File: config.mk
export PLATFORM = sky130hd
export DESIGN_NAME = fpg_phase
export DESIGN_NICKNAME = d
export VERILOG_FILES = /design/src/rtl/fpg_pkg.sv /design/src/rtl/fpg_phase.sv
export SDC_FILE = /design/constraint.sdc
export NUM_CORES = 2
export LEC_CHECK = 0
export ABC_AREA = 1
export BUFFER_PORTS_ARGS = -buffer_cell sky130_fd_sc_hd__buf_4
export CAP_MARGIN = 25
export CORE_UTILIZATION = 54
export CTS_CLUSTER_SIZE = 20
export DETAILED_ROUTE_END_ITERATION = 8
export PLACE_DENSITY = 0.72
export SLEW_MARGIN = 10
export SYNTH_ARGS = -nofsm -noshare
export SYNTH_HDL_FRONTEND = slang
export SYNTH_SLANG_ARGS = --single-unit
export TNS_END_PERCENT = 30
File: constraint.sdc
create_clock -name clock -period 6.75 [get_ports clock]
set_input_delay 0 -clock clock [delete_from_list [all_inputs] [get_ports clock]]
set_output_delay 0 -clock clock [all_outputs]
set_load 0.03 [all_outputs]
File: src/rtl/fpg_pkg.sv
`timescale 1ns / 1ps

package fpg_pkg;

   localparam int MAX_TRANSDUCERS = 512;

   localparam int INDEX_W   = 9;
   localparam int COORD_W   = 24;
   localparam int DIFF_W    = COORD_W + 1;
   localparam int SQ_W      = 2 * COORD_W;
   localparam int SUM_W     = SQ_W + 2;
   localparam int ROOT_W    = SUM_W / 2;
   localparam int REM_W     = ROOT_W + 3;
   localparam int WAVES_W   = 32;
   localparam int PROD_W    = WAVES_W + ROOT_W;
   localparam int COUNT_W   = 10;
   localparam int AMP_W     = 17;
   localparam int PHASE_W   = 17;
   localparam int TURN_SHIFT = 36;
   localparam int FRAC_SHIFT = 20;
   localparam int CSR_DATA_W = 32;

   localparam int DIST_STAGES  = 3;
   localparam int PHASE_STAGES = 2;
   localparam int PIPE_LATENCY = DIST_STAGES + ROOT_W + PHASE_STAGES;

   localparam logic [AMP_W-1:0]   FULL_AMPLITUDE = AMP_W'(65536);
   localparam logic [COUNT_W-1:0] COUNT_LIMIT    = COUNT_W'(MAX_TRANSDUCERS);
   localparam logic [PROD_W-1:0]  HALF_TURN      = PROD_W'(1) << (TURN_SHIFT - 1);

   typedef enum logic [2:0] {
      CSR_TARGET_X         = 3'd0,
      CSR_TARGET_Y         = 3'd1,
      CSR_TARGET_Z         = 3'd2,
      CSR_WAVES_PER_METRE  = 3'd3,
      CSR_TWIN_TRAP        = 3'd4,
      CSR_TRANSDUCER_COUNT = 3'd5,
      CSR_AMPLITUDE_LEVEL  = 3'd6
   } csr_index_type;

   typedef struct packed {
      logic signed [COORD_W-1:0] target_x;
      logic signed [COORD_W-1:0] target_y;
      logic signed [COORD_W-1:0] target_z;
      logic [WAVES_W-1:0]        waves_per_metre;
      logic                      twin_trap;
      logic [COUNT_W-1:0]        transducer_count;
      logic [AMP_W-1:0]          amplitude_level;
   } cfg_type;

   typedef struct packed {
      logic [INDEX_W-1:0] index;
      logic               half_turn;
   } tag_type;

endpackage

File: src/rtl/fpg_phase.sv
`timescale 1ns / 1ps

module fpg_phase (
   input  logic                               clock,
   input  logic                               reset,
   input  fpg_pkg::cfg_type                   cfg,
   input  logic                               in_valid,
   input  logic [fpg_pkg::ROOT_W-1:0]         in_root,
   input  fpg_pkg::tag_type                   in_tag,
   output logic                               out_valid,
   output logic [fpg_pkg::INDEX_W-1:0]        out_index,
   output logic signed [fpg_pkg::PHASE_W-1:0] out_phase,
   output logic [fpg_pkg::AMP_W-1:0]          out_amplitude
);
   import fpg_pkg::*;

   logic                      prod_vld_ff;
   logic [PROD_W-1:0]         prod_ff;
   tag_type                   prod_tag_ff;
   logic [PROD_W-1:0]         half;
   logic [PROD_W-1:0]         mag;
   logic                      neg;
   logic [PHASE_W-1:0]        frac;
   logic signed [PHASE_W-1:0] phase_in;
   logic [AMP_W-1:0]          amp_in;

   logic                      out_vld_ff;
   logic [INDEX_W-1:0]        out_index_ff;
   logic signed [PHASE_W-1:0] out_phase_ff;
   logic [AMP_W-1:0]          out_amp_ff;

   always_comb begin
      half = prod_tag_ff.half_turn ? HALF_TURN : '0;
      neg  = prod_ff > half;
      mag  = neg ? (prod_ff - half) : (half - prod_ff);
      frac = PHASE_W'(mag[TURN_SHIFT-1:FRAC_SHIFT]);
      phase_in = neg ? -$signed(frac) : $signed(frac);
      amp_in = (cfg.amplitude_level > FULL_AMPLITUDE) ? FULL_AMPLITUDE : cfg.amplitude_level;
   end

   always_ff @(posedge clock) begin
      if (reset) begin
         prod_vld_ff <= 1'b0;
         out_vld_ff  <= 1'b0;
      end else begin
         prod_vld_ff <= in_valid;
         out_vld_ff  <= prod_vld_ff;
      end
      prod_ff      <= PROD_W'(cfg.waves_per_metre) * PROD_W'(in_root);
      prod_tag_ff  <= in_tag;
      out_index_ff <= prod_tag_ff.index;
      out_phase_ff <= phase_in;
      out_amp_ff   <= amp_in;
   end

   assign out_valid     = out_vld_ff;
   assign out_index     = out_index_ff;
   assign out_phase     = out_phase_ff;
   assign out_amplitude = out_amp_ff;

endmodule

==> results.toml <==
[outcome]
status = "completed"

[grt]
track_usage_pct = 28.08
grt_max_degree = 33
grt_pass1_wl_mm = 133.2
grt_pass1_vias = 26770
grt_antenna_before_repair = 0
grt_overflow = 0

[drt]
drcViolationCount = 0
viasPerCell = 5.046
dr_total_vias = 24740
drtPass1Iterations = 6
routed_wirelength_mm = 77.24
detail-route-antenna-nets = 0
drtIter0Drc = 1535
avgRoutedWirePerCell_um = 15.75

[setup_path]
cp_data_required_time_ns = 7.03
critPathLaunchType = "input port"
path_max_fanout = 32
crit_arrival_ns = 6.44
end_kind = "flop"
critical_path_class = "input port to flop"

[placement]
gp_congestion = 0.9774
placedCellCount = 4858
pre_cts_ws_ns = 0.3359
port-buffer-count = 130
dp_hpwl_mm = 64.73

[finish]
final_cell_mix = "1288 x inv_1, 1086 x nand2_1, 687 x fa_1, 194 x ha_1, 179 x nor2_1"
num-nets-final = 5194
area_growth_syn_to_layout_pct = 6.291
seq_area_sq_um = 2242
final_cell_count_no_fill = 4904
utilization_pct = 58.48
fill_cells = 5312
drive_gt1_share_pct = 4.942
diodes = 0
final_common_cell = "inv_1"
multi_input_area_sq_um = 23430

[floorplanning]
num_io_pins = 214
die_x_um = 242.4
core_region_area_sq_um = 56710
die_h_um = 242.4
initial_core_util_pct = 55.02
dieArea_sq_um = 58750
rows = 87

[cts]
cts_sinks = 112
cts_root_buf = "clkbuf_16"
cts_hold_buf = 29
post_cts_buffers = 0
cts_max_path_buffers = 2
htreeDepth = 3
clkTransAtPathRegs_ns = 0.08
cts.repair.resized = 0
cts_made_buffers = 9
clk_latency_ns = 0.35
cts_tree = "built"

[timing]
fin_worst_skew_ns = 0.009866
finalCriticalPeriod_ns = 6.163
setup_viol = 0
period_share_pct = 91.30
report.final.slew_viol_count = 0
hold_viol = 0
fmax_ghz = 0.1623
maxSlewHeadroom_pct = 58.00
setup_tns_ns = 0
worst_slack_ns = 0.5875
rsz0062_at_grt = "no"
worst_pin_slew_ns = 0.6253

[synthesis]
syn-num-nets = 5183
ys_ff_latch = 112
synth.area.top_cells = "fa_1 44%, inv_1 15%, nand2_1 13%"
yosysSeqAreaShare_pct = 7.185
synth.largest_area_cell = "fa_1"
synth.distinct_cells = 45
synthCells = 4132
avgSynthCellArea_sq_um = 7.552
synth_top_area_share_pct = 44.07
yosys_warnings = 0
syn_area_sq_um = 31200

[flow_run]
drv_cap = 0

[hold_path]
hold_class = "input port to flop"
[stage by stage]
step / hold slack [ns] / cell area, sq um
floorplan: 0.02772 / 31200
global placement: 0.1051 / 32560
detailed placement: 0.1055 / 32560
CTS: 0.08663 / 33160
global route: 0.09669 / 33170
finish: 0.1057 / 33170
[layout make-up]
cell class,count,share of cell area [%]
Clock buffer,10,0.7205
Clock inverter,6,0.2037
Inverter,1290,14.60
Multi-Input combinational cell,2553,70.64
Sequential cell,112,6.760
Tap cell,756,2.852
Timing Repair Buffer,177,4.225
[logic make-up after synthesis]
| kind of cell | synth area share (%) |
|---|---|
| xor+xnor | 1.628 |
| flops | 7.185 |
| fa+ha+maj | 51.85 |
| simple gates | 18.30 |
| compound gates | 3.300 |
| buf+inv | 17.73 |
[critical path, stage by stage]
cell and delay, ns:
buf_4 0.37, nand2_1 0.15, fa_1 0.54, fa_1 0.56, inv_1 0.06, fa_1 0.50, inv_1 0.06, fa_1 0.53
inv_1 0.05, fa_1 0.49, fa_1 0.51, inv_1 0.05, fa_1 0.51, inv_1 0.06, ha_1 0.33, a21oi_1 0.26
o21ai_0 0.18, a21oi_1 0.24, nand2_1 0.08, a21oi_1 0.31, o21ai_0 0.19, a21oi_1 0.23, xnor2_1 0.15
[registers in the layout (all words and copies together), names as in the netlist]
signal and count:
prod_ff 57, out_amplitude 17, out_phase 17, prod_tag_ff 10, out_index 9, out_valid 1, prod_vld_ff 1
[layer usage]
layer	global-route usage [%]	vias to the layer above	wire, um
met3	3.346	148	4902
met1	36.38	12190	31780
met4	6.888	0	1804
met5	0	-	0
li1	-	11550	-
met2	49.81	860	38750
[synth_stat cells, drive strengths merged]
master   instances
a211oi           3
a21boi           5
a21o             6
a21oi           79
a31oi           14
and3             2
buf              9
clkbuf         168
dfxtp          112
fa             687
ha             194
inv           1290
nand2         1107
nand3           70
nand3b           5
nand4           17
nor2           192
nor3            24
nor3b            1
nor4             7
o2111ai          1
o211ai           2
o21a             2
o21ai           66
o21bai           8
o221ai           1
or2              2
xnor2           17
xor2            41
[final timing paths]
kind | from | endpoint | slack, ns | depth (start not counted)
worst max-delay path | in_root[10] | prod_ff[37] | 0.59 | 23
worst min-delay path | cfg[28] | prod_ff[0] | 0.11 | 3
worst max register to register | prod_ff[35] | out_phase[8] | 4.16 | 18
worst min register to register | prod_tag_ff[3] | out_index[2] | 0.33 | 0
Power is left out: the tool's default activity adds up to more than one toggle a clock period on the data nets, which glitch-free logic cannot reach.
