===== src/rtl/fpg_pkg.sv =====
`timescale 1ns / 1ps

package fpg_pkg;

   localparam int MAX_TRANSDUCERS = 512;

   localparam int INDEX_W   = 9;
   localparam int COORD_W   = 24;
   localparam int DIFF_W    = COORD_W + 1;
   localparam int SQ_W      = 2 * COORD_W;
   localparam int SUM_W     = SQ_W + 2;
   localparam int ROOT_W    = SUM_W / 2;
   localparam int REM_W     = ROOT_W + 3;
   localparam int WAVES_W   = 32;
   localparam int PROD_W    = WAVES_W + ROOT_W;
   localparam int COUNT_W   = 10;
   localparam int AMP_W     = 17;
   localparam int PHASE_W   = 17;
   localparam int TURN_SHIFT = 36;
   localparam int FRAC_SHIFT = 20;
   localparam int CSR_DATA_W = 32;

   localparam int DIST_STAGES  = 3;
   localparam int PHASE_STAGES = 2;
   localparam int PIPE_LATENCY = DIST_STAGES + ROOT_W + PHASE_STAGES;

   localparam logic [AMP_W-1:0]   FULL_AMPLITUDE = AMP_W'(65536);
   localparam logic [COUNT_W-1:0] COUNT_LIMIT    = COUNT_W'(MAX_TRANSDUCERS);
   localparam logic [PROD_W-1:0]  HALF_TURN      = PROD_W'(1) << (TURN_SHIFT - 1);

   typedef enum logic [2:0] {
      CSR_TARGET_X         = 3'd0,
      CSR_TARGET_Y         = 3'd1,
      CSR_TARGET_Z         = 3'd2,
      CSR_WAVES_PER_METRE  = 3'd3,
      CSR_TWIN_TRAP        = 3'd4,
      CSR_TRANSDUCER_COUNT = 3'd5,
      CSR_AMPLITUDE_LEVEL  = 3'd6
   } csr_index_type;

   typedef struct packed {
      logic signed [COORD_W-1:0] target_x;
      logic signed [COORD_W-1:0] target_y;
      logic signed [COORD_W-1:0] target_z;
      logic [WAVES_W-1:0]        waves_per_metre;
      logic                      twin_trap;
      logic [COUNT_W-1:0]        transducer_count;
      logic [AMP_W-1:0]          amplitude_level;
   } cfg_type;

   typedef struct packed {
      logic [INDEX_W-1:0] index;
      logic               half_turn;
   } tag_type;

endpackage


===== src/rtl/fpg_dist.sv =====
`timescale 1ns / 1ps

module fpg_dist (
   input  logic                                clock,
   input  logic                                reset,
   input  fpg_pkg::cfg_type                    cfg,
   input  logic                                in_valid,
   input  logic [fpg_pkg::INDEX_W-1:0]         in_index,
   input  logic signed [fpg_pkg::COORD_W-1:0]  in_pos_x,
   input  logic signed [fpg_pkg::COORD_W-1:0]  in_pos_y,
   input  logic signed [fpg_pkg::COORD_W-1:0]  in_pos_z,
   output logic                                out_valid,
   output logic [fpg_pkg::SUM_W-1:0]           out_sum,
   output fpg_pkg::tag_type                    out_tag
);
   import fpg_pkg::*;

   logic signed [DIFF_W-1:0] dx, dy, dz;
   logic [COUNT_W-1:0]       count_sat;
   logic [COUNT_W-1:0]       half_count;

   logic [COORD_W-1:0] mx_ff, my_ff, mz_ff, mx_in, my_in, mz_in;
   logic [SQ_W-1:0]    sx_ff, sy_ff, sz_ff;
   logic [SUM_W-1:0]   sum_ff;
   logic [2:0]         vld_ff;
   tag_type            tag1_ff, tag1_in, tag2_ff, tag3_ff;

   always_comb begin
      dx = DIFF_W'(in_pos_x) - DIFF_W'(cfg.target_x);
      dy = DIFF_W'(in_pos_y) - DIFF_W'(cfg.target_y);
      dz = DIFF_W'(in_pos_z) - DIFF_W'(cfg.target_z);
      mx_in = dx[DIFF_W-1] ? COORD_W'(-dx) : COORD_W'(dx);
      my_in = dy[DIFF_W-1] ? COORD_W'(-dy) : COORD_W'(dy);
      mz_in = dz[DIFF_W-1] ? COORD_W'(-dz) : COORD_W'(dz);
      count_sat = (cfg.transducer_count > COUNT_LIMIT) ? COUNT_LIMIT : cfg.transducer_count;
      half_count = count_sat >> 1;
      tag1_in.index = in_index;
      tag1_in.half_turn = cfg.twin_trap && (COUNT_W'(in_index) >= half_count);
   end

   always_ff @(posedge clock) begin
      if (reset) begin
         vld_ff <= '0;
      end else begin
         vld_ff <= {vld_ff[1:0], in_valid};
      end
      mx_ff   <= mx_in;
      my_ff   <= my_in;
      mz_ff   <= mz_in;
      tag1_ff <= tag1_in;
      sx_ff   <= mx_ff * mx_ff;
      sy_ff   <= my_ff * my_ff;
      sz_ff   <= mz_ff * mz_ff;
      tag2_ff <= tag1_ff;
      sum_ff  <= SUM_W'(sx_ff) + SUM_W'(sy_ff) + SUM_W'(sz_ff);
      tag3_ff <= tag2_ff;
   end

   assign out_valid = vld_ff[2];
   assign out_sum   = sum_ff;
   assign out_tag   = tag3_ff;

endmodule


===== config.mk =====
export PLATFORM = sky130hd
export DESIGN_NAME = fpg_dist
export DESIGN_NICKNAME = d
export VERILOG_FILES = /design/src/rtl/fpg_pkg.sv /design/src/rtl/fpg_dist.sv
export SDC_FILE = /design/constraint.sdc
export NUM_CORES = 2
export LEC_CHECK = 0
export BUFFER_PORTS_ARGS = -buffer_cell sky130_fd_sc_hd__buf_4
export CAP_MARGIN = 25
export CORE_MARGIN = 1
export CORE_UTILIZATION = 45
export CTS_CLUSTER_SIZE = 24
export DETAILED_ROUTE_END_ITERATION = 16
export PLACE_DENSITY = 0.63
export SLEW_MARGIN = 20
export SYNTH_ARGS = -nofsm -noshare
export SYNTH_HDL_FRONTEND = slang
export SYNTH_SLANG_ARGS = --single-unit

===== constraint.sdc =====
create_clock -name clock -period 10.7 [get_ports clock]
set_input_delay 1.605 -clock clock [delete_from_list [all_inputs] [get_ports clock]]
set_output_delay 1.605 -clock clock [all_outputs]
set_load 0.005 [all_outputs]

==> flow_metrics.env <==
export IMPL_cpPeakStageDelay_ns=0.67
export IMPL_cts_hold_buf=0
export IMPL_num_io_pins=277
export IMPL_cp_max_fo=13
export IMPL_crit_path_end_kind="flop"
export IMPL_drive_gt1_share_pct=5.72
export IMPL_synthFlopType="dfxtp_1"
export IMPL_post_cts_setup_buffers=0
export IMPL_synth_warnings=0
export IMPL_cp_common_cell="fa_1"
export IMPL_yosysTopAreaCellShare_pct=41.6
export IMPL_wire_per_inst_microns=15.9
export IMPL_arrival_ns=8.65
export IMPL_wl_microns=143000
export IMPL_drv_cap=0
export IMPL_drc=0
export IMPL_fin_ws_ns=2.54
export IMPL_clk_path_buf_depth=3
export IMPL_dr_pass1_iters=6
export IMPL_final_fill_count=13400
export IMPL_place_ws_ns=2.44
export IMPL_slowest_stage="dfxtp_1"
export IMPL_fin_nets=9259
export IMPL_dp_hpwl_microns=120000
export IMPL_drt_vias_per_instance=5.00
export IMPL_cts_sinks=296
export IMPL_hold_class="flop to flop"
export IMPL_synth_seq_cells=296
export IMPL_drt_iter0_drc=2414
export IMPL_setup_tns_ns=0
export IMPL_synthesis_area_sq_um=63400
export IMPL_met2_length_microns=69200
export IMPL_avgSynthCellArea_sq_um=9.17
export IMPL_synth_top_cells_by_count="inv_1 (1929), fa_1 (1317), ha_1 (660)"
export IMPL_cts_made_buffers=37
export IMPL_fin_crit_sh_pct=76.3
export IMPL_syn_to_final_growth_pct=8.19
export IMPL_synth_async_sr_flop_share_pct=0
export IMPL_synth_area_leaders="fa_1 (42%), ha_1 (13%), inv_1 (11%)"
export IMPL_die_height_microns=377
export IMPL_grt_pass1_wl_microns=239000
export IMPL_setup_viol=0
export IMPL_highest_layer="met4"
export IMPL_crit_buf_inv=6
export IMPL_finalHoldViolations=0
export IMPL_first_global_vias=47700
export IMPL_synth_edf_count=0
export IMPL_start_kind="flop"
export IMPL_overflow=0
export IMPL_post_cts_resized=0
export IMPL_grt_setup_unrepaired="no"
export IMPL_critical_path_top_delay_family="adder cells"
export IMPL_start_util_pct=45.4
export IMPL_syn_instance_count=6908
export IMPL_worstSetupPathType="flop to flop"
export IMPL_cts_max_level=2
export IMPL_fin_hold_ws_ns=0.326
export IMPL_status="completed"
export IMPL_cts_tree="built"
export IMPL_worst_pin_slew_ns=1.07
export IMPL_skew_ns=0.0326
export IMPL_coreArea_sq_um=140000
export IMPL_finalCriticalPeriod_ns=8.16
export IMPL_antenna_left=0
export IMPL_met1_length_microns=61600
export IMPL_grt_max_degree=26
export IMPL_clkSlewWorstSetupHoldPaths_ns=0.06
export IMPL_fmax_mhz=122
export IMPL_met3WireLength_microns=8340
export IMPL_clock_latency_ns=0.60
export IMPL_gp_congestion=0.871
export IMPL_rows=137
export IMPL_drv_slew=0
export IMPL_io_buffers=227
export IMPL_die_w_microns=377
export IMPL_antenna_found_initial=5
export IMPL_grtUsageTotal_pct=21.0
export IMPL_clockRootBuffer="clkbuf_16"
export IMPL_max_slew_margin_rel_pct=28.8
export IMPL_die_area_sq_um=142000
export IMPL_yosysTopAreaCell="fa_1"
export IMPL_vias=44800
export IMPL_ys_types=91
export IMPL_critical_path_required_ns=11.18
export IMPL_yosysMostFrequentCell="inv_1"
export IMPL_ys_seq_area_share_pct=9.35
cell families (layout without fill, tap and decap cells):
| family | count (synthesis) | count (layout) | synth area share, % |
|---|---|---|---|
| other | 1 | 4 | 0.00592 |
| buffers and inverters | 2114 | 2298 | 12.5 |
| multiplexers | 7 | 7 | 0.116 |
| adder cells (fa/ha/maj) | 1977 | 1977 | 54.6 |
| AND/OR/NAND/NOR | 1394 | 1394 | 10.7 |
| XOR/XNOR | 317 | 317 | 4.40 |
| AO/OA/AOI/OAI | 802 | 802 | 8.21 |
| flip-flops | 296 | 296 | 9.35 |
worst reg2reg max path, stage by stage (launching register included):
cell and delay (ns):
dfxtp_1 0.67, buf_4 0.35, inv_1 0.21, nor2_1 0.26, fa_1 0.49, fa_1 0.52
inv_1 0.05, fa_1 0.47, inv_1 0.05, fa_1 0.50, fa_1 0.52, fa_1 0.49
inv_1 0.05, fa_1 0.47, inv_1 0.06, ha_1 0.37, nand3_1 0.14, nor3_1 0.27
nand2_1 0.15, a211oi_1 0.64, o211ai_1 0.20, a31o_2 0.28, o31ai_1 0.23, a21oi_1 0.17
a211oi_1 0.23, nor2_1 0.08, xnor2_1 0.13
placed cells by master (no fill, tap or decap), types with 9 or more instances in the layout:
master and n:
o41ai_1 9, or3_1 11, o31ai_1 16, o21ai_1 27, nor4_1 12, a21oi_1 242, fa_1 1317, nand3_1 44
a41oi_1 10, nand2_1 565, and2_1 350, buf_4 296, inv_1 1929, nor2b_1 47, xor2_1 98, clkbuf_16 37
dfxtp_1 294, o21ai_0 128, nand2b_1 39, a221oi_1 9, ha_1 660, nand4_1 23, and3_1 18, o21a_1 40
or2_2 12, o211ai_1 14, a211o_1 9, a21o_1 132, o21bai_1 39, xnor2_1 218, nor3_1 45, a211oi_1 24
nor2_1 196, a31oi_1 22
per-stage QoR:
step / cell area [sq um] / cells / utilization [%]
global placement: 67200 / 8896 / 48.2
global route: 68600 / 8970 / 49.1
CTS: 68500 / 8969 / 49.1
detailed placement: 67300 / 8902 / 48.2
floorplan: 63400 / 6910 / -
finish: 68600 / 8971 / 49.1
area by class of cell:
cell class,instances,area (sq um),area share [%]
antenna,1,2.50,0.00365
multi-input combinational,4500,49500,72.2
clock inverter,25,270,0.394
clock buffer,42,955,1.39
sequential,296,5930,8.65
tap,1876,2350,3.42
inverter,1929,7240,10.6
timing repair buffer,302,2320,3.38
routing by layer:
metal	track usage (%)	vias up
met1	27.9	22500
met5	0	-
met4	5.83	0
met2	35.6	1044
met3	3.04	206
li1	-	21100
flip-flops by register name (all words and copies together) (netlist names):
name     cells
tag1_ff     10
out_sum     50
mz_ff       24
sx_ff       47
sz_ff       47
tag2_ff     10
out_tag     10
sy_ff       47
mx_ff       24
my_ff       24
vld_ff       3
final timing paths:
| kind | start | endpoint | slack (ns) | cells past startpoint |
|---|---|---|---|---|
| min reg2reg | tag2_ff[7]$_DFF_P_ | out_tag[7]$_DFF_P_ | 0.33 | 0 |
| min | tag2_ff[7]$_DFF_P_ | out_tag[7]$_DFF_P_ | 0.33 | 0 |
| max reg2reg | mz_ff[16]$_DFF_P_ | sz_ff[46]$_DFF_P_ | 2.54 | 26 |
| max | mz_ff[16]$_DFF_P_ | sz_ff[46]$_DFF_P_ | 2.54 | 26 |
Power is not shown: default switching activity piles up to over one toggle a cycle in this logic, so the estimate is an artifact.
