### src/rtl/fpg_pkg.sv
`timescale 1ns / 1ps

package fpg_pkg;

   localparam int MAX_TRANSDUCERS = 512;

   localparam int INDEX_W   = 9;
   localparam int COORD_W   = 24;
   localparam int DIFF_W    = COORD_W + 1;
   localparam int SQ_W      = 2 * COORD_W;
   localparam int SUM_W     = SQ_W + 2;
   localparam int ROOT_W    = SUM_W / 2;
   localparam int REM_W     = ROOT_W + 3;
   localparam int WAVES_W   = 32;
   localparam int PROD_W    = WAVES_W + ROOT_W;
   localparam int COUNT_W   = 10;
   localparam int AMP_W     = 17;
   localparam int PHASE_W   = 17;
   localparam int TURN_SHIFT = 36;
   localparam int FRAC_SHIFT = 20;
   localparam int CSR_DATA_W = 32;

   localparam int DIST_STAGES  = 3;
   localparam int PHASE_STAGES = 2;
   localparam int PIPE_LATENCY = DIST_STAGES + ROOT_W + PHASE_STAGES;

   localparam logic [AMP_W-1:0]   FULL_AMPLITUDE = AMP_W'(65536);
   localparam logic [COUNT_W-1:0] COUNT_LIMIT    = COUNT_W'(MAX_TRANSDUCERS);
   localparam logic [PROD_W-1:0]  HALF_TURN      = PROD_W'(1) << (TURN_SHIFT - 1);

   typedef enum logic [2:0] {
      CSR_TARGET_X         = 3'd0,
      CSR_TARGET_Y         = 3'd1,
      CSR_TARGET_Z         = 3'd2,
      CSR_WAVES_PER_METRE  = 3'd3,
      CSR_TWIN_TRAP        = 3'd4,
      CSR_TRANSDUCER_COUNT = 3'd5,
      CSR_AMPLITUDE_LEVEL  = 3'd6
   } csr_index_type;

   typedef struct packed {
      logic signed [COORD_W-1:0] target_x;
      logic signed [COORD_W-1:0] target_y;
      logic signed [COORD_W-1:0] target_z;
      logic [WAVES_W-1:0]        waves_per_metre;
      logic                      twin_trap;
      logic [COUNT_W-1:0]        transducer_count;
      logic [AMP_W-1:0]          amplitude_level;
   } cfg_type;

   typedef struct packed {
      logic [INDEX_W-1:0] index;
      logic               half_turn;
   } tag_type;

endpackage

### src/rtl/fpg_sqrt.sv
`timescale 1ns / 1ps

module fpg_sqrt (
   input  logic                         clock,
   input  logic                         reset,
   input  logic                         in_valid,
   input  logic [fpg_pkg::SUM_W-1:0]    in_radicand,
   input  fpg_pkg::tag_type             in_tag,
   output logic                         out_valid,
   output logic [fpg_pkg::ROOT_W-1:0]   out_root,
   output fpg_pkg::tag_type             out_tag
);
   import fpg_pkg::*;

   logic [ROOT_W-1:0] vld_ff, vld_src;
   logic [SUM_W-1:0]  rad_ff  [ROOT_W];
   logic [SUM_W-1:0]  rad_src [ROOT_W];
   logic [REM_W-1:0]  rem_ff  [ROOT_W];
   logic [REM_W-1:0]  rem_src [ROOT_W];
   logic [REM_W-1:0]  rem_in  [ROOT_W];
   logic [REM_W-1:0]  rem_sh  [ROOT_W];
   logic [REM_W-1:0]  trial   [ROOT_W];
   logic [ROOT_W-1:0] root_ff  [ROOT_W];
   logic [ROOT_W-1:0] root_src [ROOT_W];
   logic [ROOT_W-1:0] root_in  [ROOT_W];
   tag_type           tag_ff  [ROOT_W];
   tag_type           tag_src [ROOT_W];

   always_comb begin
      for (int s = 0; s < ROOT_W; s++) begin
         if (s == 0) begin
            vld_src[s]  = in_valid;
            rad_src[s]  = in_radicand;
            rem_src[s]  = '0;
            root_src[s] = '0;
            tag_src[s]  = in_tag;
         end else begin
            vld_src[s]  = vld_ff[s-1];
            rad_src[s]  = rad_ff[s-1];
            rem_src[s]  = rem_ff[s-1];
            root_src[s] = root_ff[s-1];
            tag_src[s]  = tag_ff[s-1];
         end
         rem_sh[s] = {rem_src[s][REM_W-3:0], rad_src[s][2*(ROOT_W-1-s) +: 2]};
         trial[s]  = REM_W'({root_src[s], 2'b01});
         if (rem_sh[s] >= trial[s]) begin
            rem_in[s]  = rem_sh[s] - trial[s];
            root_in[s] = {root_src[s][ROOT_W-2:0], 1'b1};
         end else begin
            rem_in[s]  = rem_sh[s];
            root_in[s] = {root_src[s][ROOT_W-2:0], 1'b0};
         end
      end
   end

   always_ff @(posedge clock) begin
      if (reset) begin
         vld_ff <= '0;
      end else begin
         vld_ff <= vld_src;
      end
      for (int s = 0; s < ROOT_W; s++) begin
         rad_ff[s]  <= rad_src[s];
         rem_ff[s]  <= rem_in[s];
         root_ff[s] <= root_in[s];
         tag_ff[s]  <= tag_src[s];
      end
   end

   assign out_valid = vld_ff[ROOT_W-1];
   assign out_root  = root_ff[ROOT_W-1];
   assign out_tag   = tag_ff[ROOT_W-1];

endmodule

### config.mk
export PLATFORM = sky130hd
export DESIGN_NAME = fpg_sqrt
export DESIGN_NICKNAME = d
export VERILOG_FILES = /design/src/rtl/fpg_pkg.sv /design/src/rtl/fpg_sqrt.sv
export SDC_FILE = /design/constraint.sdc
export NUM_CORES = 2
export LEC_CHECK = 0
export ABC_AREA = 1
export BUFFER_PORTS_ARGS = -buffer_cell sky130_fd_sc_hd__buf_2
export CORE_ASPECT_RATIO = 1.4
export CORE_UTILIZATION = 25
export CTS_BUF_LIST = sky130_fd_sc_hd__clkbuf_8
export CTS_CLUSTER_DIAMETER = 100
export CTS_CLUSTER_SIZE = 25
export DETAILED_ROUTE_END_ITERATION = 6
export GPL_ROUTABILITY_DRIVEN = 0
export GPL_TIMING_DRIVEN = 0
export SLEW_MARGIN = 20
export SYNTH_ARGS = -nofsm -noshare
export SYNTH_HDL_FRONTEND = slang
export SYNTH_SLANG_ARGS = --single-unit
### constraint.sdc
create_clock -name clock -period 2.1 [get_ports clock]
set_input_delay 0.21 -clock clock [delete_from_list [all_inputs] [get_ports clock]]
set_output_delay 0.21 -clock clock [all_outputs]
set_load 0.1 [all_outputs]
==> metrics.md <==
| Metric | Value |
|---|---|
| Setup repair after global routing missed its margin | true |
| Worst Hold Launch | reset |
| Count of flip-flops with a built-in enable after synthesis | 0 |
| Overall global routing resource usage | between 10% and 20% |
| Longest Clk Path Bufs | 3 |
| Top cells by area in the synthesized netlist | dfxtp_1, nand2_1, inv_1 |
| DRC marker count from the first detailed-route iteration | between 2000 and 3000 |
| Type of the worst min-delay path | in -> reg |
| Num CTS Buffers | 91 |
| Via Count | approximately 60000 |
| Insertion delay of the later-clocked pin in the worst-skew pair | approximately 0.97 ns |
| Mean routed wirelength per cell | between 10 and 15 µm |
| Half-perimeter wire length after detailed placement | ~140000 µm |
| Horizontal extent of the die | 460 µm |
| Signed area change from the synthesized netlist to the final layout | 20.4% |
| Final hold viol count | 0 |
| Static power due to leakage | between 40 and 50 nW |
| Num ports | 99 |
| DRC viols | 0 |
| Most common flop cell mapped by yosys | dfxtp_1 |
| Net count after synthesis | roughly 10000 |
| Share of the synthesized area in the top cell type | between 40% and 50% |
| Vias per cell | 4.18 |
| Total power of the final layout | just under 90 mW |
| Part of the Yosys area used for sequential elements | between 40% and 50% |
| Most utilized layer in the global route result | met2 |
| Slack of the critical path | ~0.0020 ns |
| Worst vdd rail ir drop | about 0.8 mV |
| Synth warnings | 0 |
| Number of global-route vias before repair | between 50000 and 60000 |
| Fin. max-slew vios | 0 |
| R2R depth | 14 |
| Global routing usage on met2 | about a quarter |
| Total detailed-routing wirelength | approximately 190000 µm |
| CTS tree | built |
| Critical R2R Capture | rem_ff[2][171]$_DFF_P_ |
| Pin count of the biggest net entering global routing | 26 |
| Clock-pin slew reported for the worst setup and hold paths after clock tree synthesis | roughly 0.14 ns |
| Critical Setup Path Class | reg -> reg |
| Depth of the worst hold-timing path | 3 |
| Transition time at the pin with the least slew margin | about 0.55 ns |
| Power Dens Cells | about 980 nW/µm² |
| GRT overflow | 0 |
| Endpoint, Worst Hold | vld_ff[24]$_SDFF_PP0_ |
| Share of cells above drive strength 1 | ~16% |
| Type of destination of the critical path | flip-flop |
| DRT Pass-1 Iters | 6 |
| Global-route wire length before repair | 287000 µm |
| Post-layout nets | 10500 |
| Max Cap Violations | 0 |
| Final setup violating endpoints | 0 |
| Async SR Flop Fraction | 0% |
| Flop and latch count out of synthesis | ~1800 |
| Status | completed |
| Cells after synthesis | about 9600 |
| Number of antenna violations at the first check in global routing | 3 |
| Synth area leader | dfxtp_1 |
| Number of sinks handled by clock tree synthesis | between 1500 and 2000 |
| Synthesized area per cell | between 7 and 8 µm² |
| Share of the cycle needed by the critical path after routing | 99.9% |
| Worst Setup Start Kind | flip-flop |
| Core box area | roughly 300000 µm² |
| Post-layout min period | 2.10 ns |
| Max H-tree Level | 3 |
| Met1 track demand over resource in global routing | between 10 and 15% |
| DIE AREA | just under 300000 µm² |
| Effective utilization at floorplan | roughly a quarter |
| Worst setup slack after placement | -0.491 ns |
| Die extent in y | 643 µm |
| Peak Freq | between 400 and 500 MHz |
| Relative slew slack | a little over three fifths |
| Row count | around 240 |
| Count of antenna-violating nets left after detailed routing | 0 |
| Distinct cell type count after synthesis | 54 |
| Largest fanout of any net on the critical path | 6 |
| Internal reg-to-reg setup slack | slightly below 0.002 ns |
| Data arrival time of the worst path | between 2 and 3 ns |
| Source of the worst register-to-register timing path | root_ff[1][132]$_DFF_P_ |
| Number of port buffers | between 90 and 100 |
| Required time at the worst-slack endpoint | 2.92 ns |
| Clk_skew | 0.0980 ns |
| Cell area after synthesis | ~73000 µm² |
| CTS Root Cell | clkbuf_8 |
| Global routing met3 resource utilization | roughly 1.5% |
[synth_stat cells (6+ instances only)]
master    count
a21o_1        8
a21oi_1     300
a21oi_2      47
and2_1       14
buf_2        12
buf_4        59
buf_6        36
dfxtp_1    1789
ha_1        352
inv_1      1616
inv_2        23
nand2_1    3046
nand2_2      44
nand2_4       6
nand3_1     530
nand3_2      10
nand3b_1     78
nand4_1     156
nor2_1      771
nor2_2       53
nor2_4       10
nor3_1       61
nor4_1       12
o211ai_1      9
o21ai_0     144
o21ai_1      73
o21ai_2      42
o21bai_1     16
or2_2        14
xnor2_1     119
xor2_1      130
[sequential cells by signal, indices dropped and copies added (netlist names)]
register / count
rem_ff: 589
root_ff: 325
rad_ff: 600
tag_ff: 250
vld_ff: 25
[worst max path at each step]
stage	startpoint	endpoint	slack (ns)	depth (start not counted)
after floorplan	root_ff[0][182]$_DFF_P_	rem_ff[1][19]$_DFF_P_	0.27	11
after global placement	root_ff[0][176]$_DFF_P_	rem_ff[1][1]$_DFF_P_	-0.51	9
after detailed placement	root_ff[0][175]$_DFF_P_	rem_ff[1][1]$_DFF_P_	-0.49	11
after CTS	root_ff[0][257]$_DFF_P_	rem_ff[1][84]$_DFF_P_	-0.01	10
after global routing	root_ff[0][178]$_DFF_P_	rem_ff[1][7]$_DFF_P_	-0.04	13
final	root_ff[1][132]$_DFF_P_	rem_ff[2][171]$_DFF_P_	0.002	14
[through the flow]
| stage | TNS, ns | cells | hold slack, ns | cell area [µm²] | util, % |
|---|---|---|---|---|---|
| 2_1_floorplan | 0 | 9627 | 0.238 | 73500 | - |
| 3_3_place_gp | -82.48 | 13600 | 0.310 | 78800 | 26.9 |
| 3_5_place_dp | -85.16 | 13600 | 0.312 | 78800 | 26.9 |
| 4_1_cts | -0.0150 | 14000 | 0.0600 | 84500 | 28.9 |
| 5_1_grt | -0.929 | 14100 | 0.0872 | 88500 | 30.2 |
| 6_report | 0 | 14100 | 0.190 | 88500 | 30.2 |
[final cells by class]
type	instances	area [µm²]
Antenna cell	7	17.5
Buffer	111	1170
Clock buffer	93	1280
Clock inverter	34	415
Fill cell	31100	204000
Inverter	1645	6240
Multi-Input combinational cell	6083	35000
Sequential cell	1789	36100
Tap cell	3910	4890
Timing Repair Buffer	400	3320
Timing Repair inverter	1	6.26
[metal layers]
layer  vias up  wire length, µm
met5         -               12
met4         2            16100
met3       676             5760
met2      1258           101000
met1     26500            67400
li1      30400                -
[critical path: stages (launching register included)]
cell	delay, ns
dfxtp_2	0.36
inv_1	0.07
ha_4	0.29
nand2_2	0.10
inv_2	0.08
nand2_2	0.10
nor2_4	0.14
nand2_1	0.08
nand3_2	0.09
nand2_2	0.07
nand3_4	0.22
inv_8	0.09
buf_8	0.14
nand2_1	0.06
nand2_1	0.06
[placed cells by master, fill, tap and decap left out, types with 41 or more instances in the layout]
master         instances
nand2_1             2909
o21ai_0              123
nor3_1                53
clkbuf_8              93
xnor2_1              119
dfxtp_2              192
nor2_1               684
buf_4                231
dlygate4sd3_1        125
nand3b_1              78
inv_1               1598
ha_2                  43
nor2_2                73
o21ai_2               50
nand2_4               41
ha_4                 201
ha_1                 108
a21oi_2               95
xor2_1               129
dfxtp_1             1589
nor2_4                78
nand3_1              506
buf_2                 77
a21oi_1              236
o21ai_1               81
nand2_2              145
nand4_1              156
[cells by family after synthesis]
| group | after synthesis | share of synthesized area, % |
|---|---|---|
| buffers and inverters | 1758 | 9.72 |
| adders and majority gates | 352 | 5.99 |
| xor gates and xnor gates | 249 | 2.97 |
| AOI/OAI and AO/OA | 651 | 5.06 |
| and+or+nand+nor | 4827 | 27.5 |
| other | 1 | 0.00510 |
| DFF | 1789 | 48.7 |
[repair_timing]
item / in CTS / in global routing
buffers inserted: 69 / 97
endpoints found under the hold margin: 86 / 0
cloned: 3 / 13
pin swaps: 65 / 101
resized for setup: 471 / 665
hold buffers: 125 / 0
setup endpoints to repair: 525 / 522
[power breakdown]
part,switching (mW),internal [mW]
sequential,4.41,39.3
clock,11.0,4.45
combinational,16.7,11.1
Note: power is estimated with default switching activity, not from simulation.
